File: config.mk
export PLATFORM = sky130hd
export DESIGN_NAME = self_organizing_list
export DESIGN_NICKNAME = d
export VERILOG_FILES = /design/src/rtl/core/sol_pkg.sv /design/src/rtl/core/sol_dp.sv /design/src/rtl/core/sol_ctrl.sv /design/src/rtl/core/self_organizing_list.sv
export SDC_FILE = /design/constraint.sdc
export NUM_CORES = 1
export LEC_CHECK = 0
export ABC_AREA = 0
export BUFFER_PORTS_ARGS = -buffer_cell sky130_fd_sc_hd__buf_4
export CORE_MARGIN = 1.5
export CORE_UTILIZATION = 52
export DETAILED_ROUTE_END_ITERATION = 10
export GPL_TIMING_DRIVEN = 1
export PLACE_DENSITY_LB_ADDON = 0.2
export SETUP_SLACK_MARGIN = 0.3
export SKIP_LAST_GASP = 1
export SYNTH_ARGS = -nofsm -noshare
export SYNTH_HDL_FRONTEND = slang
export SYNTH_SLANG_ARGS = --single-unit
File: constraint.sdc
create_clock -name aclk -period 11.5 [get_ports aclk]
set_input_delay 2.3 -clock aclk [delete_from_list [all_inputs] [get_ports aclk]]
set_output_delay 2.3 -clock aclk [all_outputs]
set_load 0.05 [all_outputs]
File: src/rtl/core/sol_pkg.sv
`timescale 1ns / 1ps

package sol_pkg;

    localparam logic [2:0] CMD_INS_HEAD  = 3'd0;
    localparam logic [2:0] CMD_INS_TAIL  = 3'd1;
    localparam logic [2:0] CMD_REM_HEAD  = 3'd2;
    localparam logic [2:0] CMD_REM_TAIL  = 3'd3;
    localparam logic [2:0] CMD_SEARCH    = 3'd4;
    localparam logic [2:0] CMD_MTF       = 3'd5;
    localparam logic [2:0] CMD_TRANSPOSE = 3'd6;

    localparam logic [2:0] STAT_OK       = 3'd0;
    localparam logic [2:0] STAT_EMPTY    = 3'd1;
    localparam logic [2:0] STAT_FULL     = 3'd2;
    localparam logic [2:0] STAT_NOTFOUND = 3'd3;
    localparam logic [2:0] STAT_ATHEAD   = 3'd4;

    typedef enum logic [3:0] {
        OP_NONE,
        OP_LOAD,
        OP_INS_HEAD,
        OP_INS_TAIL,
        OP_REM_HEAD,
        OP_REM_TAIL,
        OP_SCAN_START,
        OP_SCAN_NEXT,
        OP_TP_FIRST,
        OP_TP_SECOND,
        OP_MTF_START,
        OP_SHIFT
    } dp_op_t;

    typedef struct packed {
        dp_op_t     op;
        logic       res_load;
        logic [2:0] res_status;
        logic       res_pos;
    } dp_cmd_t;

    typedef struct packed {
        logic       empty;
        logic       full;
        logic       match;
        logic       last;
        logic       cidx_zero;
        logic       widx_zero;
        logic [2:0] cmd;
    } dp_stat_t;

endpackage

File: src/rtl/core/sol_dp.sv
`timescale 1ns / 1ps

module sol_dp #(
    parameter int DEPTH = 16
) (
    input  logic             aclk,
    input  logic             aresetn,
    input  logic [2:0]       in_cmd,
    input  logic [31:0]      in_key,
    input  sol_pkg::dp_cmd_t ctl,
    output sol_pkg::dp_stat_t stat,
    output logic [2:0]       out_status,
    output logic [3:0]       out_position,
    output logic [4:0]       out_length
);

    localparam int AW = $clog2(DEPTH);
    localparam int CW = $clog2(DEPTH + 1);

    logic [31:0] mem [DEPTH];

    logic [AW-1:0] head_reg, head_next;
    logic [CW-1:0] count_reg, count_next;
    logic [AW-1:0] cidx_reg, cidx_next;
    logic [AW-1:0] widx_reg, widx_next;
    logic [31:0]   prev_reg, prev_next;
    logic [31:0]   key_reg, key_next;
    logic [2:0]    cmd_reg, cmd_next;
    logic [31:0]   rdata_reg;
    logic [2:0]    status_reg;
    logic [3:0]    pos_reg;
    logic [4:0]    len_reg;

    logic          we;
    logic [AW-1:0] waddr;
    logic [31:0]   wdata;
    logic          re;
    logic [AW-1:0] raddr;

    logic [AW-1:0] head_dec, head_inc;
    logic [AW-1:0] cidx_p1, cidx_m1, cidx_m2, widx_m1, widx_m2;
    logic          cidx_ge2, widx_ge2;
    logic [AW+3:0] pos_ext;
    logic [CW+4:0] len_ext;

    function automatic logic [AW-1:0] phys(input logic [AW-1:0] base,
                                           input logic [AW-1:0] offs);
        logic [AW:0] sum;
        sum = {1'b0, base} + {1'b0, offs};
        if (sum >= (AW+1)'(DEPTH)) begin
            sum = sum - (AW+1)'(DEPTH);
        end
        return sum[AW-1:0];
    endfunction

    assign head_dec = (head_reg == '0) ? AW'(DEPTH - 1) : head_reg - AW'(1);
    assign head_inc = (head_reg == AW'(DEPTH - 1)) ? '0 : head_reg + AW'(1);
    assign cidx_p1  = cidx_reg + AW'(1);
    assign cidx_m1  = cidx_reg - AW'(1);
    assign cidx_m2  = cidx_reg - AW'(2);
    assign widx_m1  = widx_reg - AW'(1);
    assign widx_m2  = widx_reg - AW'(2);
    assign cidx_ge2 = {1'b0, cidx_reg} >= (AW+1)'(2);
    assign widx_ge2 = {1'b0, widx_reg} >= (AW+1)'(2);

    always_comb begin
        head_next  = head_reg;
        count_next = count_reg;
        cidx_next  = cidx_reg;
        widx_next  = widx_reg;
        prev_next  = prev_reg;
        key_next   = key_reg;
        cmd_next   = cmd_reg;
        we         = 1'b0;
        waddr      = '0;
        wdata      = key_reg;
        re         = 1'b0;
        raddr      = '0;
        case (ctl.op)
            sol_pkg::OP_LOAD: begin
                cmd_next = in_cmd;
                key_next = in_key;
            end
            sol_pkg::OP_INS_HEAD: begin
                head_next  = head_dec;
                we         = 1'b1;
                waddr      = head_dec;
                count_next = count_reg + CW'(1);
            end
            sol_pkg::OP_INS_TAIL: begin
                we         = 1'b1;
                waddr      = phys(head_reg, count_reg[AW-1:0]);
                count_next = count_reg + CW'(1);
            end
            sol_pkg::OP_REM_HEAD: begin
                head_next  = head_inc;
                count_next = count_reg - CW'(1);
            end
            sol_pkg::OP_REM_TAIL: begin
                count_next = count_reg - CW'(1);
            end
            sol_pkg::OP_SCAN_START: begin
                cidx_next = '0;
                re        = 1'b1;
                raddr     = head_reg;
            end
            sol_pkg::OP_SCAN_NEXT: begin
                prev_next = rdata_reg;
                cidx_next = cidx_p1;
                re        = 1'b1;
                raddr     = phys(head_reg, cidx_p1);
            end
            sol_pkg::OP_TP_FIRST: begin
                we    = 1'b1;
                waddr = phys(head_reg, cidx_reg);
                wdata = prev_reg;
            end
            sol_pkg::OP_TP_SECOND: begin
                we    = 1'b1;
                waddr = phys(head_reg, cidx_m1);
                wdata = key_reg;
            end
            sol_pkg::OP_MTF_START: begin
                we        = 1'b1;
                waddr     = phys(head_reg, cidx_reg);
                wdata     = prev_reg;
                widx_next = cidx_m1;
                re        = 1'b1;
                raddr     = phys(head_reg, cidx_ge2 ? cidx_m2 : '0);
            end
            sol_pkg::OP_SHIFT: begin
                we = 1'b1;
                if (widx_reg == '0) begin
                    waddr = head_reg;
                    wdata = key_reg;
                end else begin
                    waddr     = phys(head_reg, widx_reg);
                    wdata     = rdata_reg;
                    widx_next = widx_m1;
                    re        = 1'b1;
                    raddr     = phys(head_reg, widx_ge2 ? widx_m2 : '0);
                end
            end
            default: begin
            end
        endcase
    end

    assign pos_ext = {4'b0, cidx_reg};
    assign len_ext = {5'b0, count_next};

    always_ff @(posedge aclk) begin
        if (we) begin
            mem[waddr] <= wdata;
        end
        if (re) begin
            rdata_reg <= mem[raddr];
        end
    end

    always_ff @(posedge aclk) begin
        if (!aresetn) begin
            head_reg  <= '0;
            count_reg <= '0;
        end else begin
            head_reg  <= head_next;
            count_reg <= count_next;
        end
        cidx_reg <= cidx_next;
        widx_reg <= widx_next;
        prev_reg <= prev_next;
        key_reg  <= key_next;
        cmd_reg  <= cmd_next;
        if (ctl.res_load) begin
            status_reg <= ctl.res_status;
            pos_reg    <= ctl.res_pos ? pos_ext[3:0] : 4'd0;
            len_reg    <= len_ext[4:0];
        end
    end

    assign stat.empty     = (count_reg == '0);
    assign stat.full      = (count_reg == CW'(DEPTH));
    assign stat.match     = (rdata_reg == key_reg);
    assign stat.last      = ((CW'(cidx_reg) + CW'(1)) == count_reg);
    assign stat.cidx_zero = (cidx_reg == '0);
    assign stat.widx_zero = (widx_reg == '0);
    assign stat.cmd       = cmd_reg;

    assign out_status   = status_reg;
    assign out_position = pos_reg;
    assign out_length   = len_reg;

endmodule

File: src/rtl/core/sol_ctrl.sv
`timescale 1ns / 1ps

module sol_ctrl (
    input  logic              aclk,
    input  logic              aresetn,
    input  logic              s_tvalid,
    output logic              s_tready,
    output logic              m_tvalid,
    input  logic              m_tready,
    input  sol_pkg::dp_stat_t stat,
    output sol_pkg::dp_cmd_t  ctl
);

    typedef enum logic [2:0] {
        S_IDLE,
        S_EXEC,
        S_SCAN,
        S_TP2,
        S_SHIFT
    } state_t;

    state_t state_reg, state_next;
    logic   m_tvalid_reg, m_tvalid_next;
    logic   out_free;

    assign out_free = !m_tvalid_reg || m_tready;

    always_comb begin
        state_next     = state_reg;
        ctl.op         = sol_pkg::OP_NONE;
        ctl.res_load   = 1'b0;
        ctl.res_status = sol_pkg::STAT_OK;
        ctl.res_pos    = 1'b0;
        case (state_reg)
            S_IDLE: begin
                if (s_tvalid) begin
                    ctl.op     = sol_pkg::OP_LOAD;
                    state_next = S_EXEC;
                end
            end
            S_EXEC: begin
                case (stat.cmd)
                    sol_pkg::CMD_INS_HEAD, sol_pkg::CMD_INS_TAIL: begin
                        if (out_free) begin
                            ctl.res_load = 1'b1;
                            state_next   = S_IDLE;
                            if (stat.full) begin
                                ctl.res_status = sol_pkg::STAT_FULL;
                            end else begin
                                ctl.op = (stat.cmd == sol_pkg::CMD_INS_HEAD) ?
                                         sol_pkg::OP_INS_HEAD : sol_pkg::OP_INS_TAIL;
                            end
                        end
                    end
                    sol_pkg::CMD_REM_HEAD, sol_pkg::CMD_REM_TAIL: begin
                        if (out_free) begin
                            ctl.res_load = 1'b1;
                            state_next   = S_IDLE;
                            if (stat.empty) begin
                                ctl.res_status = sol_pkg::STAT_EMPTY;
                            end else begin
                                ctl.op = (stat.cmd == sol_pkg::CMD_REM_HEAD) ?
                                         sol_pkg::OP_REM_HEAD : sol_pkg::OP_REM_TAIL;
                            end
                        end
                    end
                    sol_pkg::CMD_SEARCH, sol_pkg::CMD_MTF, sol_pkg::CMD_TRANSPOSE: begin
                        if (!stat.empty) begin
                            ctl.op     = sol_pkg::OP_SCAN_START;
                            state_next = S_SCAN;
                        end else if (out_free) begin
                            ctl.res_load   = 1'b1;
                            ctl.res_status = sol_pkg::STAT_EMPTY;
                            state_next     = S_IDLE;
                        end
                    end
                    default: begin
                        if (out_free) begin
                            ctl.res_load = 1'b1;
                            state_next   = S_IDLE;
                        end
                    end
                endcase
            end
            S_SCAN: begin
                if (stat.match) begin
                    if (stat.cmd == sol_pkg::CMD_MTF && !stat.cidx_zero) begin
                        ctl.op     = sol_pkg::OP_MTF_START;
                        state_next = S_SHIFT;
                    end else if (stat.cmd == sol_pkg::CMD_TRANSPOSE && !stat.cidx_zero) begin
                        ctl.op     = sol_pkg::OP_TP_FIRST;
                        state_next = S_TP2;
                    end else if (out_free) begin
                        ctl.res_load = 1'b1;
                        ctl.res_pos  = 1'b1;
                        state_next   = S_IDLE;
                        if (stat.cmd == sol_pkg::CMD_TRANSPOSE) begin
                            ctl.res_status = sol_pkg::STAT_ATHEAD;
                        end
                    end
                end else if (stat.last) begin
                    if (out_free) begin
                        ctl.res_load   = 1'b1;
                        ctl.res_status = sol_pkg::STAT_NOTFOUND;
                        state_next     = S_IDLE;
                    end
                end else begin
                    ctl.op = sol_pkg::OP_SCAN_NEXT;
                end
            end
            S_TP2: begin
                if (out_free) begin
                    ctl.op       = sol_pkg::OP_TP_SECOND;
                    ctl.res_load = 1'b1;
                    ctl.res_pos  = 1'b1;
                    state_next   = S_IDLE;
                end
            end
            S_SHIFT: begin
                if (!stat.widx_zero) begin
                    ctl.op = sol_pkg::OP_SHIFT;
                end else if (out_free) begin
                    ctl.op       = sol_pkg::OP_SHIFT;
                    ctl.res_load = 1'b1;
                    ctl.res_pos  = 1'b1;
                    state_next   = S_IDLE;
                end
            end
            default: begin
                state_next = S_IDLE;
            end
        endcase
        m_tvalid_next = ctl.res_load || (m_tvalid_reg && !m_tready);
    end

    always_ff @(posedge aclk) begin
        if (!aresetn) begin
            state_reg    <= S_IDLE;
            m_tvalid_reg <= 1'b0;
        end else begin
            state_reg    <= state_next;
            m_tvalid_reg <= m_tvalid_next;
        end
    end

    assign s_tready = (state_reg == S_IDLE);
    assign m_tvalid = m_tvalid_reg;

endmodule

File: src/rtl/core/self_organizing_list.sv
// A search scans the list from the head and stops at the first match or at its end;
// transpose then swaps the match with its predecessor, and move-to-front shifts the
// entries ahead of the match down one by one and writes the key at the head.
// One request is in progress at a time; the next is accepted once the previous has finished.
// Reset (aresetn low, synchronous) empties the list; the entry RAM itself is not cleared.
`timescale 1ns / 1ps

module self_organizing_list #(
    parameter int DEPTH = 16
) (
    input  logic        aclk,
    input  logic        aresetn,
    input  logic        s_tvalid,
    output logic        s_tready,
    input  logic [31:0] s_tdata,  // [31:0] key
    input  logic [2:0]  s_tuser,  // [2:0] command
    output logic        m_tvalid,
    input  logic        m_tready,
    output logic [15:0] m_tdata   // [2:0] status, [6:3] position, [11:7] length, rest zero
);

    sol_pkg::dp_cmd_t  ctl;
    sol_pkg::dp_stat_t stat;
    logic [2:0] res_status;
    logic [3:0] res_position;
    logic [4:0] res_length;

    sol_ctrl u_ctrl (
        .aclk     (aclk),
        .aresetn  (aresetn),
        .s_tvalid (s_tvalid),
        .s_tready (s_tready),
        .m_tvalid (m_tvalid),
        .m_tready (m_tready),
        .stat     (stat),
        .ctl      (ctl)
    );

    sol_dp #(
        .DEPTH (DEPTH)
    ) u_dp (
        .aclk         (aclk),
        .aresetn      (aresetn),
        .in_cmd       (s_tuser),
        .in_key       (s_tdata),
        .ctl          (ctl),
        .stat         (stat),
        .out_status   (res_status),
        .out_position (res_position),
        .out_length   (res_length)
    );

    assign m_tdata = {4'b0, res_length, res_position, res_status};

endmodule

==> metrics.txt <==
DIE AREA 0.0553 mm^2; Post-synth EDFFs 631; vias per cell 6.44; TritonCTS clock tree yes; crit path buf inv count 2; GRT overflow 0; number of diodes 0; Register Area 0.0192 mm^2; most frequent cells in the layout 631 x edfxtp_1, 326 x nand3_1, 215 x o21ai_0, 100 x nand2_1, 90 x buf_4; switch share 20.8%; WL/cell 27.0 um; YS warnings 0; flops & latches, synth 644; share of layout cells above drive strength 1 14.5%; crit path max fanout 48; CTS Hold Bufs 0; Psw 995 uW; maximum VDD drop 0.110 mV; footprint of the multi-input gates 0.00821 mm^2; hpwl dp 38.0 mm; post-layout minimum cycle time 6.85 ns; drt drc 0; area grow syn2layout 11.0%; max_slew headroom 19.6%; Logic pwr share 2.8%; Starting Density 53.0%; Required @ worst endpoint 11.83 ns; post-synthesis cell type count 88; highest-delay cell along the critical path a221oi_4; gpl congestion 0.870; initial antenna violation count 0; Setup TNS 0 ns; Largest register FFs 512; asr flop ratio synth 0%; net count reported at finish 2113; drt initial violations 2011; Die Y 235 um; die width 235 um; Reg power frac 54.7%; status finished, final reports clean; Period Utilization, post-route 59.6%; Longest Clk Path Bufs 3; Startpoint Class input port; Hold Fails Final Rpt 0; # Post-CTS Setup Buffers 0; clock root buffer clkbuf_16; Skew-Pair Late Insertion Delay 0.61 ns; most common cell after layout, fill and taps aside edfxtp_1; Fmax 146 MHz; drt first pass iters 5; CP endpoint kind flip-flop; vias in the first global route 17500; RSZ-0062 raised after global routing no; Worst EP arrival 7.18 ns; Total GRT Usage 27.1%; post-route cell area 0.0311 mm^2; Reg with most FFs u_dp.mem; row count 84; clock share of power 42.5%; Post-DP Area 0.0291 mm^2; CTS H-tree depth 3; hold slack 0.494 ns; Final setup viols 0; Gate Count Post-Synth 2034; final wirelength 75.2 mm; delay-heaviest family, CP compound AO/OA/AOI/OAI gates; via count 17900; P_leak 10.8 nW; antenna-violating nets left 0; cts bufs inserted 67; global-route wire length before repair 112 mm; Main synth FF type edfxtp_1; Syn Std Cell Area 0.0280 mm^2; pwr/cell area 154 mW/mm^2; actual slew at the worst max-slew pin 1.20 ns; Slew Viols, Final 0; fillers 4073; cell-internal power 3.80 mW; Port Buffers 52; clk_skew 0.0265 ns; crit path kind in -> reg; IO Pins 57; clock sinks 644; post-synthesis sequential area ratio 68.5%; syn avg cell area 13.8 um^2; CP max stage delay 0.92 ns; largest net degree at the start of global routing 195; clock transition at the registers of the reported paths 0.06 ns; Max Cap Viol 0; HP Class reg -> reg; total chip power 4.79 mW; post-CTS sizing 0; area of the core 0.0529 mm^2; CP Cell Sequence buf_4 > nor2b_1 > a21o_1 > nand2_1 > o21a_4 > nand3_1 > o21ai_0 > ha_1 > fa_1 > xor2_1 > o211ai_4 > a221oi_4 > buf_4 > nand3_1 > o2111ai_1 > mux2i_1
[path summary, 6_finish.rpt]
check | start | to | slack, ns | cells after the start
max reg2reg | u_dp.cidx_reg[0] | u_dp.rdata_reg[30] | 4.94 | 17
max | m_tready | u_dp.rdata_reg[30] | 4.65 | 16
min | u_dp.rdata_reg[13] | u_dp.prev_reg[13] | 0.49 | 0
min reg2reg | u_dp.rdata_reg[13] | u_dp.prev_reg[13] | 0.49 | 0
[final cells by class]
type | count | share of cell area [%]
multi-input combinational | 1215 | 26.4
inverter | 21 | 0.253
tap | 688 | 2.77
sequential | 644 | 61.8
clock buffer | 93 | 5.84
clock inverter | 29 | 0.684
timing repair buffer | 92 | 2.30
[through the flow]
stage               setup slack [ns]  utilization, %  cells
global placement                4.27            55.0   2660
finish                          4.65            58.8   2782
floorplan                       5.06               -   2037
detailed placement              4.09            55.0   2660
CTS                             4.76            58.8   2782
global route                    4.40            58.8   2782
[power groups by stage]
stage / clock network (mW) / logic, mW / registers (mW)
CTS: 2.06 / 0.136 / 2.62
finish: 2.03 / 0.135 / 2.62
global placement: 0 / 0.131 / 2.67
floorplan: 0 / 0.0755 / 2.67
global route: 2.15 / 0.146 / 2.62
detailed placement: 0 / 0.135 / 2.67
[Yosys cell counts (all sizes together) (4+ instances only)]
| cell | count | area share, % |
|---|---|---|
| nand4 | 70 | 1.7 |
| nand2 | 100 | 1.3 |
| nor2 | 46 | 0.67 |
| a21oi | 23 | 0.41 |
| xnor2 | 13 | 0.41 |
| o211ai | 4 | 0.22 |
| fa | 5 | 0.36 |
| nor4 | 12 | 0.77 |
| mux2i | 35 | 1.3 |
| mux2 | 68 | 2.7 |
| nor2b | 4 | 0.089 |
| dfxtp | 13 | 0.93 |
| ha | 28 | 1.3 |
| o21a | 4 | 0.13 |
| nand2b | 12 | 0.27 |
| inv | 21 | 0.28 |
| a21boi | 6 | 0.23 |
| and2 | 12 | 0.27 |
| xor2 | 41 | 1.3 |
| o2111ai | 63 | 2.0 |
| nand3 | 326 | 5.8 |
| o21ai | 220 | 3.9 |
| and3 | 9 | 0.22 |
| a22oi | 35 | 0.96 |
| buf | 74 | 1.5 |
| edfxtp | 631 | 68 |
| nor3 | 12 | 0.27 |
| or2 | 5 | 0.11 |
| a21o | 9 | 0.24 |
| clkbuf | 83 | 1.1 |
[layer usage]
metal / vias up / part of all wire [%] / GRT usage [%]
met5: - / 0 / 0
met4: 0 / 2.9 / 8.66
met3: 140 / 7.1 / 3.83
met2: 840 / 48 / 44.3
met1: 9012 / 42 / 37.6
li1: 7936 / - / -
[cell families (layout without fill, tap and decap cells)]
family	Yosys count	count (layout)	synth area share, %
AOI/OAI and AO/OA	397	397	9.27
xor gates and xnor gates	54	54	1.69
adders and majority gates	33	33	1.61
buffers and inverters	178	235	2.91
DFF	644	644	68.5
muxes	103	103	4.00
other	1	4	0.0134
and+or+nand+nor	624	624	12.0
Power figures use the tool's default switching activity.
